**src/hw/rtl/artu_pkg.sv**
```systemverilog
`timescale 1ns / 1ps

package artu_pkg;

  // Default sizes
  localparam int unsigned TableEntriesDef = 16;
  localparam int unsigned ClientSlotsDef  = 16;

  // Configuration port
  localparam int unsigned CfgIdxW  = 2;
  localparam int unsigned CfgDataW = 16;

  localparam logic [CfgIdxW-1:0] RegAckTimeout = 2'd0;
  localparam logic [CfgIdxW-1:0] RegMaxRetries = 2'd1;

  localparam logic [15:0] AckTimeoutRst = 16'd1000;
  localparam logic [3:0]  MaxRetriesRst = 4'd3;

  typedef enum logic [1:0] {
    OP_SEND  = 2'd0,
    OP_ACK   = 2'd1,
    OP_CHECK = 2'd2,
    OP_NONE  = 2'd3
  } op_e;

  typedef enum logic [2:0] {
    K_SENT       = 3'd0,
    K_FULL       = 3'd1,
    K_ACK_MATCH  = 3'd2,
    K_ACK_UNKN   = 3'd3,
    K_RETRANSMIT = 3'd4,
    K_DROP       = 3'd5,
    K_CHECK_DONE = 3'd6
  } kind_e;

  typedef enum logic [2:0] {
    ST_IDLE,
    ST_REDUCE,
    ST_KEY,
    ST_READ,
    ST_EVAL,
    ST_DONE
  } state_e;

  // One pending entry as held in the table memory
  typedef struct packed {
    logic [31:0] seq;
    logic [3:0]  client;
    logic [7:0]  handle;
    logic [9:0]  length;
    logic [31:0] sent_time;
    logic [3:0]  retries;
  } entry_t;

  localparam int unsigned EntryW = $bits(entry_t);

  // Status of the shared subtract/compare unit
  typedef struct packed {
    logic [31:0] diff;
    logic        lt;
    logic        eq;
    logic        over;
  } unit_res_t;

endpackage

```
**src/hw/rtl/artu_ram.sv**
```systemverilog
`timescale 1ns / 1ps

module artu_ram #(
  parameter int unsigned Width = 8,
  parameter int unsigned Depth = 16,
  localparam int unsigned AddrW = (Depth > 1) ? $clog2(Depth) : 1
) (
  input  logic             clk_i,
  input  logic             we_i,
  input  logic [AddrW-1:0] waddr_i,
  input  logic [Width-1:0] wdata_i,
  input  logic [AddrW-1:0] raddr_i,
  output logic [Width-1:0] rdata_o
);

  logic [Width-1:0] mem_q [Depth];
  logic [Width-1:0] rdata_q;

  always_ff @(posedge clk_i) begin
    if (we_i) begin
      mem_q[waddr_i] <= wdata_i;
    end
    rdata_q <= mem_q[raddr_i];
  end

  assign rdata_o = rdata_q;

endmodule

```
**src/hw/rtl/artu_unit.sv**
```systemverilog
`timescale 1ns / 1ps

// Shared subtract/compare: a - b, borrow, equality and difference above limit.
module artu_unit (
  input  logic [31:0]           a_i,
  input  logic [31:0]           b_i,
  input  logic [15:0]           lim_i,
  output artu_pkg::unit_res_t   res_o
);

  logic [32:0] diff;

  assign diff       = {1'b0, a_i} - {1'b0, b_i};
  assign res_o.diff = diff[31:0];
  assign res_o.lt   = diff[32];
  assign res_o.eq   = (a_i == b_i);
  assign res_o.over = (diff[31:0] > {16'd0, lim_i});

endmodule

```
**src/hw/rtl/ack_retransmit_table_unit.sv**
```systemverilog
`timescale 1ns / 1ps

// Sender-side retransmission table. One item is taken at a time; in_stall_o is
// high from acceptance until the item's work is finished (its last result may
// still wait in the output register while the next item is accepted). All work
// goes through one subtract/compare unit, stepped by the sequencer below, and
// the table is a memory read one slot at a time (address, then compare).
// Steps per item:
//   send  : reduce client_index by repeated CLIENT_SLOTS subtractions (none
//           when client_index is already below CLIENT_SLOTS), read the
//           client's sequence counter, then scan slots up to the matching
//           slot, otherwise all TABLE_ENTRIES;
//   ack   : scan slots as above;
//   check : scan all TABLE_ENTRIES;
// any step that emits a result waits while the output register is stalled.
// A send or ack emits one result; a check emits one retransmit or drop result
// per expired entry, in ascending slot order, then a closing check-done result
// with last set. The per-client sequence counters live in a second memory with
// one reset-cleared valid bit per client, so no clearing pass is needed.
module ack_retransmit_table_unit #(
  parameter int unsigned TABLE_ENTRIES = artu_pkg::TableEntriesDef,
  parameter int unsigned CLIENT_SLOTS  = artu_pkg::ClientSlotsDef
) (
  input  logic                          clk_i,
  input  logic                          rst_ni,
  // input items
  input  logic                          in_valid_i,
  output logic                          in_stall_o,
  input  logic [1:0]                    opcode_i,
  input  logic [31:0]                   now_ms_i,
  input  logic [3:0]                    client_index_i,
  input  logic [7:0]                    payload_handle_i,
  input  logic [9:0]                    payload_length_i,
  input  logic [31:0]                   ack_seq_i,
  // result items
  output logic                          out_valid_o,
  input  logic                          out_stall_i,
  output logic [2:0]                    kind_o,
  output logic [31:0]                   seq_o,
  output logic [3:0]                    client_out_o,
  output logic [7:0]                    handle_out_o,
  output logic [9:0]                    length_out_o,
  output logic [3:0]                    retries_o,
  output logic                          last_o,
  // configuration writes
  input  logic                          cfg_we_i,
  input  logic [artu_pkg::CfgIdxW-1:0]  cfg_idx_i,
  input  logic [artu_pkg::CfgDataW-1:0] cfg_wdata_i
);

  localparam int unsigned EA = (TABLE_ENTRIES > 1) ? $clog2(TABLE_ENTRIES) : 1;
  localparam int unsigned CA = (CLIENT_SLOTS > 1) ? $clog2(CLIENT_SLOTS) : 1;
  localparam logic [EA-1:0] LastSlot = EA'(TABLE_ENTRIES - 1);

  // Configuration registers
  logic [15:0] timeout_q;
  logic [3:0]  maxr_q;

  always_ff @(posedge clk_i or negedge rst_ni) begin
    if (!rst_ni) begin
      timeout_q <= artu_pkg::AckTimeoutRst;
      maxr_q    <= artu_pkg::MaxRetriesRst;
    end else if (cfg_we_i) begin
      if (cfg_idx_i == artu_pkg::RegAckTimeout) begin
        timeout_q <= cfg_wdata_i;
      end else if (cfg_idx_i == artu_pkg::RegMaxRetries) begin
        maxr_q <= cfg_wdata_i[3:0];
      end
    end
  end

  // Sequencer state and captured item
  artu_pkg::state_e state_q, state_d;
  artu_pkg::op_e    op_q;
  logic [31:0]      now_q;
  logic [3:0]       cl_q;
  logic [7:0]       hd_q;
  logic [9:0]       len_q;
  logic [31:0]      key_q;
  logic [EA-1:0]    ptr_q;
  logic [EA-1:0]    free_q;
  logic             free_found_q;

  logic [TABLE_ENTRIES-1:0] vld_q;
  logic [CLIENT_SLOTS-1:0]  cvld_q;

  logic in_acc;
  assign in_stall_o = (state_q != artu_pkg::ST_IDLE);
  assign in_acc     = in_valid_i && !in_stall_o;

  // Output register
  logic              out_valid_q;
  artu_pkg::kind_e   kind_q;
  logic [31:0]       seq_q;
  logic [3:0]        ocl_q;
  logic [7:0]        ohd_q;
  logic [9:0]        olen_q;
  logic [3:0]        oret_q;
  logic              olast_q;
  logic              out_free;

  assign out_free = !out_valid_q || !out_stall_i;

  // Memories
  logic [CA-1:0]        cidx;
  logic [31:0]          crdata;
  logic                 cwe;
  artu_pkg::entry_t     erd;
  artu_pkg::entry_t     ewdata;
  logic [EA-1:0]        ewaddr;
  logic                 ewe;

  assign cidx = CA'(cl_q);

  artu_ram #(
    .Width (32),
    .Depth (CLIENT_SLOTS)
  ) u_client_ram (
    .clk_i   (clk_i),
    .we_i    (cwe),
    .waddr_i (cidx),
    .wdata_i (key_q + 32'd1),
    .raddr_i (cidx),
    .rdata_o (crdata)
  );

  artu_ram #(
    .Width (artu_pkg::EntryW),
    .Depth (TABLE_ENTRIES)
  ) u_entry_ram (
    .clk_i   (clk_i),
    .we_i    (ewe),
    .waddr_i (ewaddr),
    .wdata_i (ewdata),
    .raddr_i (ptr_q),
    .rdata_o (erd)
  );

  // Shared compare unit: client reduction, sequence match or age test
  logic [31:0]         ua, ub;
  artu_pkg::unit_res_t ures;

  always_comb begin
    if (state_q == artu_pkg::ST_REDUCE) begin
      ua = 32'(cl_q);
      ub = 32'(CLIENT_SLOTS);
    end else if (op_q == artu_pkg::OP_CHECK) begin
      ua = now_q;
      ub = erd.sent_time;
    end else begin
      ua = erd.seq;
      ub = key_q;
    end
  end

  artu_unit u_unit (
    .a_i   (ua),
    .b_i   (ub),
    .lim_i (timeout_q),
    .res_o (ures)
  );

  // Per-slot decisions
  logic cur_vld, hit, at_last, expired, can_retry, have_slot;
  logic [EA-1:0] tgt;

  assign cur_vld   = vld_q[ptr_q];
  assign hit       = cur_vld && ures.eq;
  assign at_last   = (ptr_q == LastSlot);
  assign expired   = cur_vld && ures.over;
  assign can_retry = (erd.retries < maxr_q);
  assign have_slot = hit || free_found_q || !cur_vld;
  assign tgt       = hit ? ptr_q : (free_found_q ? free_q : ptr_q);

  // Next state
  always_comb begin
    state_d = state_q;
    unique case (state_q)
      artu_pkg::ST_IDLE: begin
        if (in_acc) begin
          unique case (artu_pkg::op_e'(opcode_i))
            artu_pkg::OP_SEND:  state_d = artu_pkg::ST_REDUCE;
            artu_pkg::OP_ACK:   state_d = artu_pkg::ST_READ;
            artu_pkg::OP_CHECK: state_d = artu_pkg::ST_READ;
            artu_pkg::OP_NONE:  state_d = artu_pkg::ST_IDLE;
            default:            state_d = artu_pkg::ST_IDLE;
          endcase
        end
      end
      artu_pkg::ST_REDUCE: begin
        if (ures.lt) begin
          state_d = artu_pkg::ST_KEY;
        end
      end
      artu_pkg::ST_KEY:  state_d = artu_pkg::ST_READ;
      artu_pkg::ST_READ: state_d = artu_pkg::ST_EVAL;
      artu_pkg::ST_EVAL: begin
        if (op_q == artu_pkg::OP_CHECK) begin
          if (!expired || out_free) begin
            state_d = at_last ? artu_pkg::ST_DONE : artu_pkg::ST_READ;
          end
        end else if (hit || at_last) begin
          if (out_free) begin
            state_d = artu_pkg::ST_IDLE;
          end
        end else begin
          state_d = artu_pkg::ST_READ;
        end
      end
      artu_pkg::ST_DONE: begin
        if (out_free) begin
          state_d = artu_pkg::ST_IDLE;
        end
      end
      default: state_d = artu_pkg::ST_IDLE;
    endcase
  end

  // Sequencer outputs
  logic            emit;
  artu_pkg::kind_e ekind;
  logic [31:0]     eseq;
  logic [3:0]      ecl;
  logic [7:0]      ehd;
  logic [9:0]      elen;
  logic [3:0]      eret;
  logic            elast;
  logic            vset, vclr;
  logic [EA-1:0]   vidx;

  always_comb begin
    emit   = 1'b0;
    ekind  = artu_pkg::K_CHECK_DONE;
    eseq   = '0;
    ecl    = '0;
    ehd    = '0;
    elen   = '0;
    eret   = '0;
    elast  = 1'b1;
    ewe    = 1'b0;
    ewaddr = ptr_q;
    ewdata = erd;
    cwe    = 1'b0;
    vset   = 1'b0;
    vclr   = 1'b0;
    vidx   = ptr_q;
    unique case (state_q)
      artu_pkg::ST_EVAL: begin
        if (op_q == artu_pkg::OP_SEND) begin
          if ((hit || at_last) && out_free) begin
            emit = 1'b1;
            eseq = key_q;
            ecl  = cl_q;
            ehd  = hd_q;
            elen = len_q;
            if (have_slot) begin
              // store the entry and advance the client counter
              ekind            = artu_pkg::K_SENT;
              ewe              = 1'b1;
              ewaddr           = tgt;
              ewdata.seq       = key_q;
              ewdata.client    = cl_q;
              ewdata.handle    = hd_q;
              ewdata.length    = len_q;
              ewdata.sent_time = now_q;
              ewdata.retries   = '0;
              cwe              = 1'b1;
              vset             = 1'b1;
              vidx             = tgt;
            end else begin
              ekind = artu_pkg::K_FULL;
            end
          end
        end else if (op_q == artu_pkg::OP_ACK) begin
          if ((hit || at_last) && out_free) begin
            emit = 1'b1;
            eseq = key_q;
            if (hit) begin
              ekind = artu_pkg::K_ACK_MATCH;
              ecl   = erd.client;
              ehd   = erd.handle;
              elen  = erd.length;
              eret  = erd.retries;
              vclr  = 1'b1;
            end else begin
              ekind = artu_pkg::K_ACK_UNKN;
            end
          end
        end else begin
          if (expired && out_free) begin
            emit  = 1'b1;
            elast = 1'b0;
            eseq  = erd.seq;
            ecl   = erd.client;
            ehd   = erd.handle;
            elen  = erd.length;
            if (can_retry) begin
              // resend: bump retries and restart the age
              ekind            = artu_pkg::K_RETRANSMIT;
              eret             = erd.retries + 4'd1;
              ewe              = 1'b1;
              ewdata.retries   = erd.retries + 4'd1;
              ewdata.sent_time = now_q;
            end else begin
              ekind = artu_pkg::K_DROP;
              eret  = erd.retries;
              vclr  = 1'b1;
            end
          end
        end
      end
      artu_pkg::ST_DONE: begin
        if (out_free) begin
          emit  = 1'b1;
          ekind = artu_pkg::K_CHECK_DONE;
        end
      end
      default: begin
      end
    endcase
  end

  // Control registers
  always_ff @(posedge clk_i or negedge rst_ni) begin
    if (!rst_ni) begin
      state_q      <= artu_pkg::ST_IDLE;
      op_q         <= artu_pkg::OP_NONE;
      ptr_q        <= '0;
      free_found_q <= 1'b0;
      vld_q        <= '0;
      cvld_q       <= '0;
      out_valid_q  <= 1'b0;
    end else begin
      state_q <= state_d;
      if (in_acc) begin
        op_q         <= artu_pkg::op_e'(opcode_i);
        ptr_q        <= '0;
        free_found_q <= 1'b0;
      end else if (state_q == artu_pkg::ST_EVAL && state_d == artu_pkg::ST_READ) begin
        ptr_q <= ptr_q + EA'(1);
        // remember the first free slot in case no entry carries this sequence
        if (!cur_vld && !free_found_q) begin
          free_found_q <= 1'b1;
        end
      end
      if (vset) begin
        vld_q[vidx] <= 1'b1;
      end
      if (vclr) begin
        vld_q[vidx] <= 1'b0;
      end
      if (cwe) begin
        cvld_q[cidx] <= 1'b1;
      end
      if (emit) begin
        out_valid_q <= 1'b1;
      end else if (!out_stall_i) begin
        out_valid_q <= 1'b0;
      end
    end
  end

  // Payload registers
  always_ff @(posedge clk_i) begin
    if (in_acc) begin
      now_q <= now_ms_i;
      cl_q  <= client_index_i;
      hd_q  <= payload_handle_i;
      len_q <= payload_length_i;
      key_q <= ack_seq_i;
    end else if (state_q == artu_pkg::ST_REDUCE && !ures.lt) begin
      // drop one CLIENT_SLOTS from the client index
      cl_q <= ures.diff[3:0];
    end else if (state_q == artu_pkg::ST_KEY) begin
      key_q <= cvld_q[cidx] ? crdata : 32'd0;
    end
    if (state_q == artu_pkg::ST_EVAL && state_d == artu_pkg::ST_READ &&
        !cur_vld && !free_found_q) begin
      free_q <= ptr_q;
    end
    if (emit) begin
      kind_q  <= ekind;
      seq_q   <= eseq;
      ocl_q   <= ecl;
      ohd_q   <= ehd;
      olen_q  <= elen;
      oret_q  <= eret;
      olast_q <= elast;
    end
  end

  assign out_valid_o  = out_valid_q;
  assign kind_o       = kind_q;
  assign seq_o        = seq_q;
  assign client_out_o = ocl_q;
  assign handle_out_o = ohd_q;
  assign length_out_o = olen_q;
  assign retries_o    = oret_q;
  assign last_o       = olast_q;

endmodule

```
**config.mk**
```make
export PLATFORM = sky130hd
export DESIGN_NAME = ack_retransmit_table_unit
export DESIGN_NICKNAME = d
export VERILOG_FILES = /design/src/hw/rtl/artu_pkg.sv /design/src/hw/rtl/artu_ram.sv /design/src/hw/rtl/artu_unit.sv /design/src/hw/rtl/ack_retransmit_table_unit.sv
export SDC_FILE = /design/constraint.sdc
export NUM_CORES = 2
export LEC_CHECK = 0
export BUFFER_PORTS_ARGS = -buffer_cell sky130_fd_sc_hd__buf_2
export CAP_MARGIN = 20
export CELL_PAD_IN_SITES_DETAIL_PLACEMENT = 1
export CELL_PAD_IN_SITES_GLOBAL_PLACEMENT = 2
export CORE_ASPECT_RATIO = 1.1
export CORE_UTILIZATION = 30
export CTS_BUF_LIST = sky130_fd_sc_hd__clkbuf_8
export CTS_CLUSTER_SIZE = 14
export DETAILED_ROUTE_END_ITERATION = 8
export PLACE_DENSITY_LB_ADDON = 0.15
export SYNTH_ARGS = -nofsm -noshare
export SYNTH_HDL_FRONTEND = slang
export SYNTH_SLANG_ARGS = --single-unit
```
**constraint.sdc**
```tcl
create_clock -name clk_i -period 24.9 [get_ports clk_i]
set_input_delay 1.245 -clock clk_i [delete_from_list [all_inputs] [get_ports clk_i]]
set_output_delay 1.245 -clock clk_i [all_outputs]
set_load 0.02 [all_outputs]
```
==> results_dict.tcl <==
set metrics [dict create \
    io_pins 175 \
    layout-drive-gt1-share_pct 31.8 \
    finalCritPeriodShare_pct 36.4 \
    hold_violations 0 \
    synth_seq_cells 2289 \
    drt_first_pass_iters 5 \
    vias_per_cell 5.03 \
    totalWireLength_um 290000 \
    crit_type "reg2reg" \
    slew_violations 0 \
    synth_edf_count 2104 \
    worstSetupEndpointType "register" \
    synthArstFlopShare_pct 2.75 \
    ys_warn_count 0 \
    grt_pass1_vias 49300 \
    synthDistinctLibCells 75 \
    dp_worst_setup_slack_ns 15.84 \
    cts_tree "built" \
    slew_headroom_pct 25.7 \
    grt_max_degree 143 \
    cts_buffer_depth 4 \
    initial_core_util_pct 30.1 \
    synth_area_leaders "edfxtp_1 71%, mux4_2 16%, dfxtp_1 2.7%" \
    antenna_found_initial 37 \
    cp_data_required_time_ns 25.57 \
    fin_nets 4984 \
    grt_pass1_wl_um 401000 \
    synth_cells 4305 \
    path_common_cell "a21oi_1" \
    die_height_um 575 \
    finalSetupViolations 0 \
    drc 0 \
    timing.clock.skew_ns 0.0948 \
    cp.arrival_ns 9.75 \
    cts_root_buf "clkbuf_8" \
    rsz0062_at_grt "false" \
    clock_sinks 2289 \
    startpoint_type "register" \
    cts-resized-gates 0 \
    status "finished clean" \
    peakVddDrop_mv 0.0761 \
    slowest_stage "buf_4" \
    clk_pin_slew_worst_paths_ns 0.06 \
    core_area_um2 297000 \
    synth_most_common_cell "edfxtp_1" \
    critPathMaxStageDelay_ns 0.85 \
    first_iter_violations 3737 \
    dp_hpwl_um 170000 \
    syn_area_per_cell_um2 20.8 \
    area_delta_synth_final_pct 15.6 \
    cap_violations 0 \
    synthFlopType "edfxtp_1" \
    grt_usage_pct 19.2 \
    die_x_um 523 \
    synthesis.area_um2 89500 \
    clk_latency_ns 1.10 \
    worst-path-max-fanout 64 \
    synth_common_cells "2104 x edfxtp_1, 619 x mux4_2, 279 x nand2_1, 143 x clkbuf_1, 123 x a21oi_1" \
    vias 45700 \
    syn_nets 4472 \
    setup_tns_ns 0 \
    htreeDepth 5 \
    p_per_area_nw_per_um2 117 \
    setup_slack_ns 15.83 \
    hold_path_class "in2reg" \
    grt-ovfl-total 0 \
    tightestPinTransition_ns 1.11 \
    ant_nets 0 \
    numPortBuffers 174 \
    rows 210 \
    synth_top_area_share_pct 70.6 \
    p_leak_nw 33.7 \
    dieArea_um2 301000 \
    fmax_mhz 110 \
    routedWlPerCell_um 31.9 \
    place.gp.congestion 0.798 \
    yosysSeqAreaShare_pct 75.1 \
    cts_buffers 393 \
    synth_top_area_cell "edfxtp_1" \
    fin_crit_ns 9.07 \
]
power by group:
| part | total, mW | switching [mW] | internal [mW] |
|---|---|---|---|
| logic | 3.75 | 2.28 | 1.46 |
| registers | 5.18 | 0.323 | 4.85 |
| clock network | 3.23 | 1.60 | 1.63 |
| total | 12.2 | 4.20 | 7.95 |
registers in the layout, summed over array words and instances, names as in the netlist, 2 cells and up:
| signal | flops |
|---|---|
| u_client_ram.rdata_o | 32 |
| client_out_o | 4 |
| op_q | 2 |
| u_entry_ram.mem_q | 1440 |
| free_q | 4 |
| cidx | 4 |
| cvld_q | 16 |
| handle_out_o | 8 |
| maxr_q | 4 |
| timeout_q | 16 |
| seq_o | 32 |
| key_q | 32 |
| u_client_ram.mem_q | 512 |
| hd_q | 8 |
| vld_q | 16 |
| now_q | 32 |
| state_q | 3 |
| length_out_o | 10 |
| kind_o | 3 |
| ptr_q | 4 |
| retries_o | 4 |
| u_entry_ram.rdata_o | 90 |
| len_q | 10 |
worst paths after layout:
kind | slack (ns) | depth (start not counted) | end | startpoint
min reg2reg | 0.46 | 1 | cvld_q[6] | cvld_q[6]
min in group asynchronous | 0.66 | 2 | cvld_q[1] | rst_ni
min | 0.33 | 1 | now_q[17] | now_ms_i[17]
max in group asynchronous | 23.06 | 3 | ptr_q[1] | rst_ni
max reg2reg | 15.83 | 27 | u_entry_ram.mem_q[14][49] | op_q[1]
max | 15.83 | 27 | u_entry_ram.mem_q[14][49] | op_q[1]
routing by layer:
layer  global-route usage (%)  wire length, µm  vias to the layer above
li1                         -                -                    18900
met4                     5.17             7100                        2
met1                     25.2           124000                    25100
met3                     2.75            13000                      409
met2                     33.0           146000                     1182
met5                        0               13                        -
critical path: cells and delay by family, from the launching register on:
| kind | cells | cell delay [ns] |
|---|---|---|
| buf+inv | 4 | 2.26 |
| flops | 1 | 0.71 |
| xor+xnor | 1 | 0.24 |
| fa+ha+maj | 3 | 1.02 |
| simple gates | 7 | 1.71 |
| compound gates | 12 | 2.54 |
cell families after synthesis:
family	Yosys count	share of synthesized area, %
buf+inv	260	1.15
simple gates	566	2.94
flops	2289	75.1
fa+ha+maj	56	0.791
mux	726	16.9
xor+xnor	48	0.470
compound gates	360	2.68
per-stage QoR:
stage	hold WS (ns)	area (µm²)	instances	power (mW)	utilization (%)
6_report	0.328	104000	9084	12.2	34.8
5_1_grt	0.252	103000	9077	12.8	34.8
4_1_cts	0.202	103000	9051	12.3	34.8
3_5_place_dp	0.449	95900	8319	9.05	32.3
3_3_place_gp	0.447	95800	8313	9.03	32.2
2_1_floorplan	0.434	89500	4305	7.54	-
area by class of cell:
type                            instances  area (µm²)
Fill cell                           29200      194000
Sequential cell                      2289       67200
Multi-Input combinational cell       1756       21600
Clock buffer                          435        5990
Tap cell                             3922        4910
Timing Repair Buffer                  338        2180
Clock inverter                        296        1420
Inverter                               39         156
Antenna cell                            9        22.5
cells in the final DEF (no fill, tap or decap), drive strengths merged, types with 13 or more instances in the layout:
master  count
mux2i      14
nand3      64
dfxtp     122
and2       13
clkinv    102
mux2       93
a21o       45
mux4      619
edfxtp   2104
a21oi     126
and3       19
a22o       54
o21ai      48
xor2       14
xnor2      34
nand2     279
buf       337
ha         55
or2        21
nor3       18
nor2       68
inv       220
clkbuf    435
dfrtp      53
nor2b      21
nand4      20
what timing repair did:
action / 4_1_cts / 5_1_grt
hold endpoints to repair: 15 / 0
buffers inserted: 0 / 0
setup endpoints to repair: 0 / 0
hold buffers: 1 / 0
No activity file was read; power rests on OpenSTA's default activity.
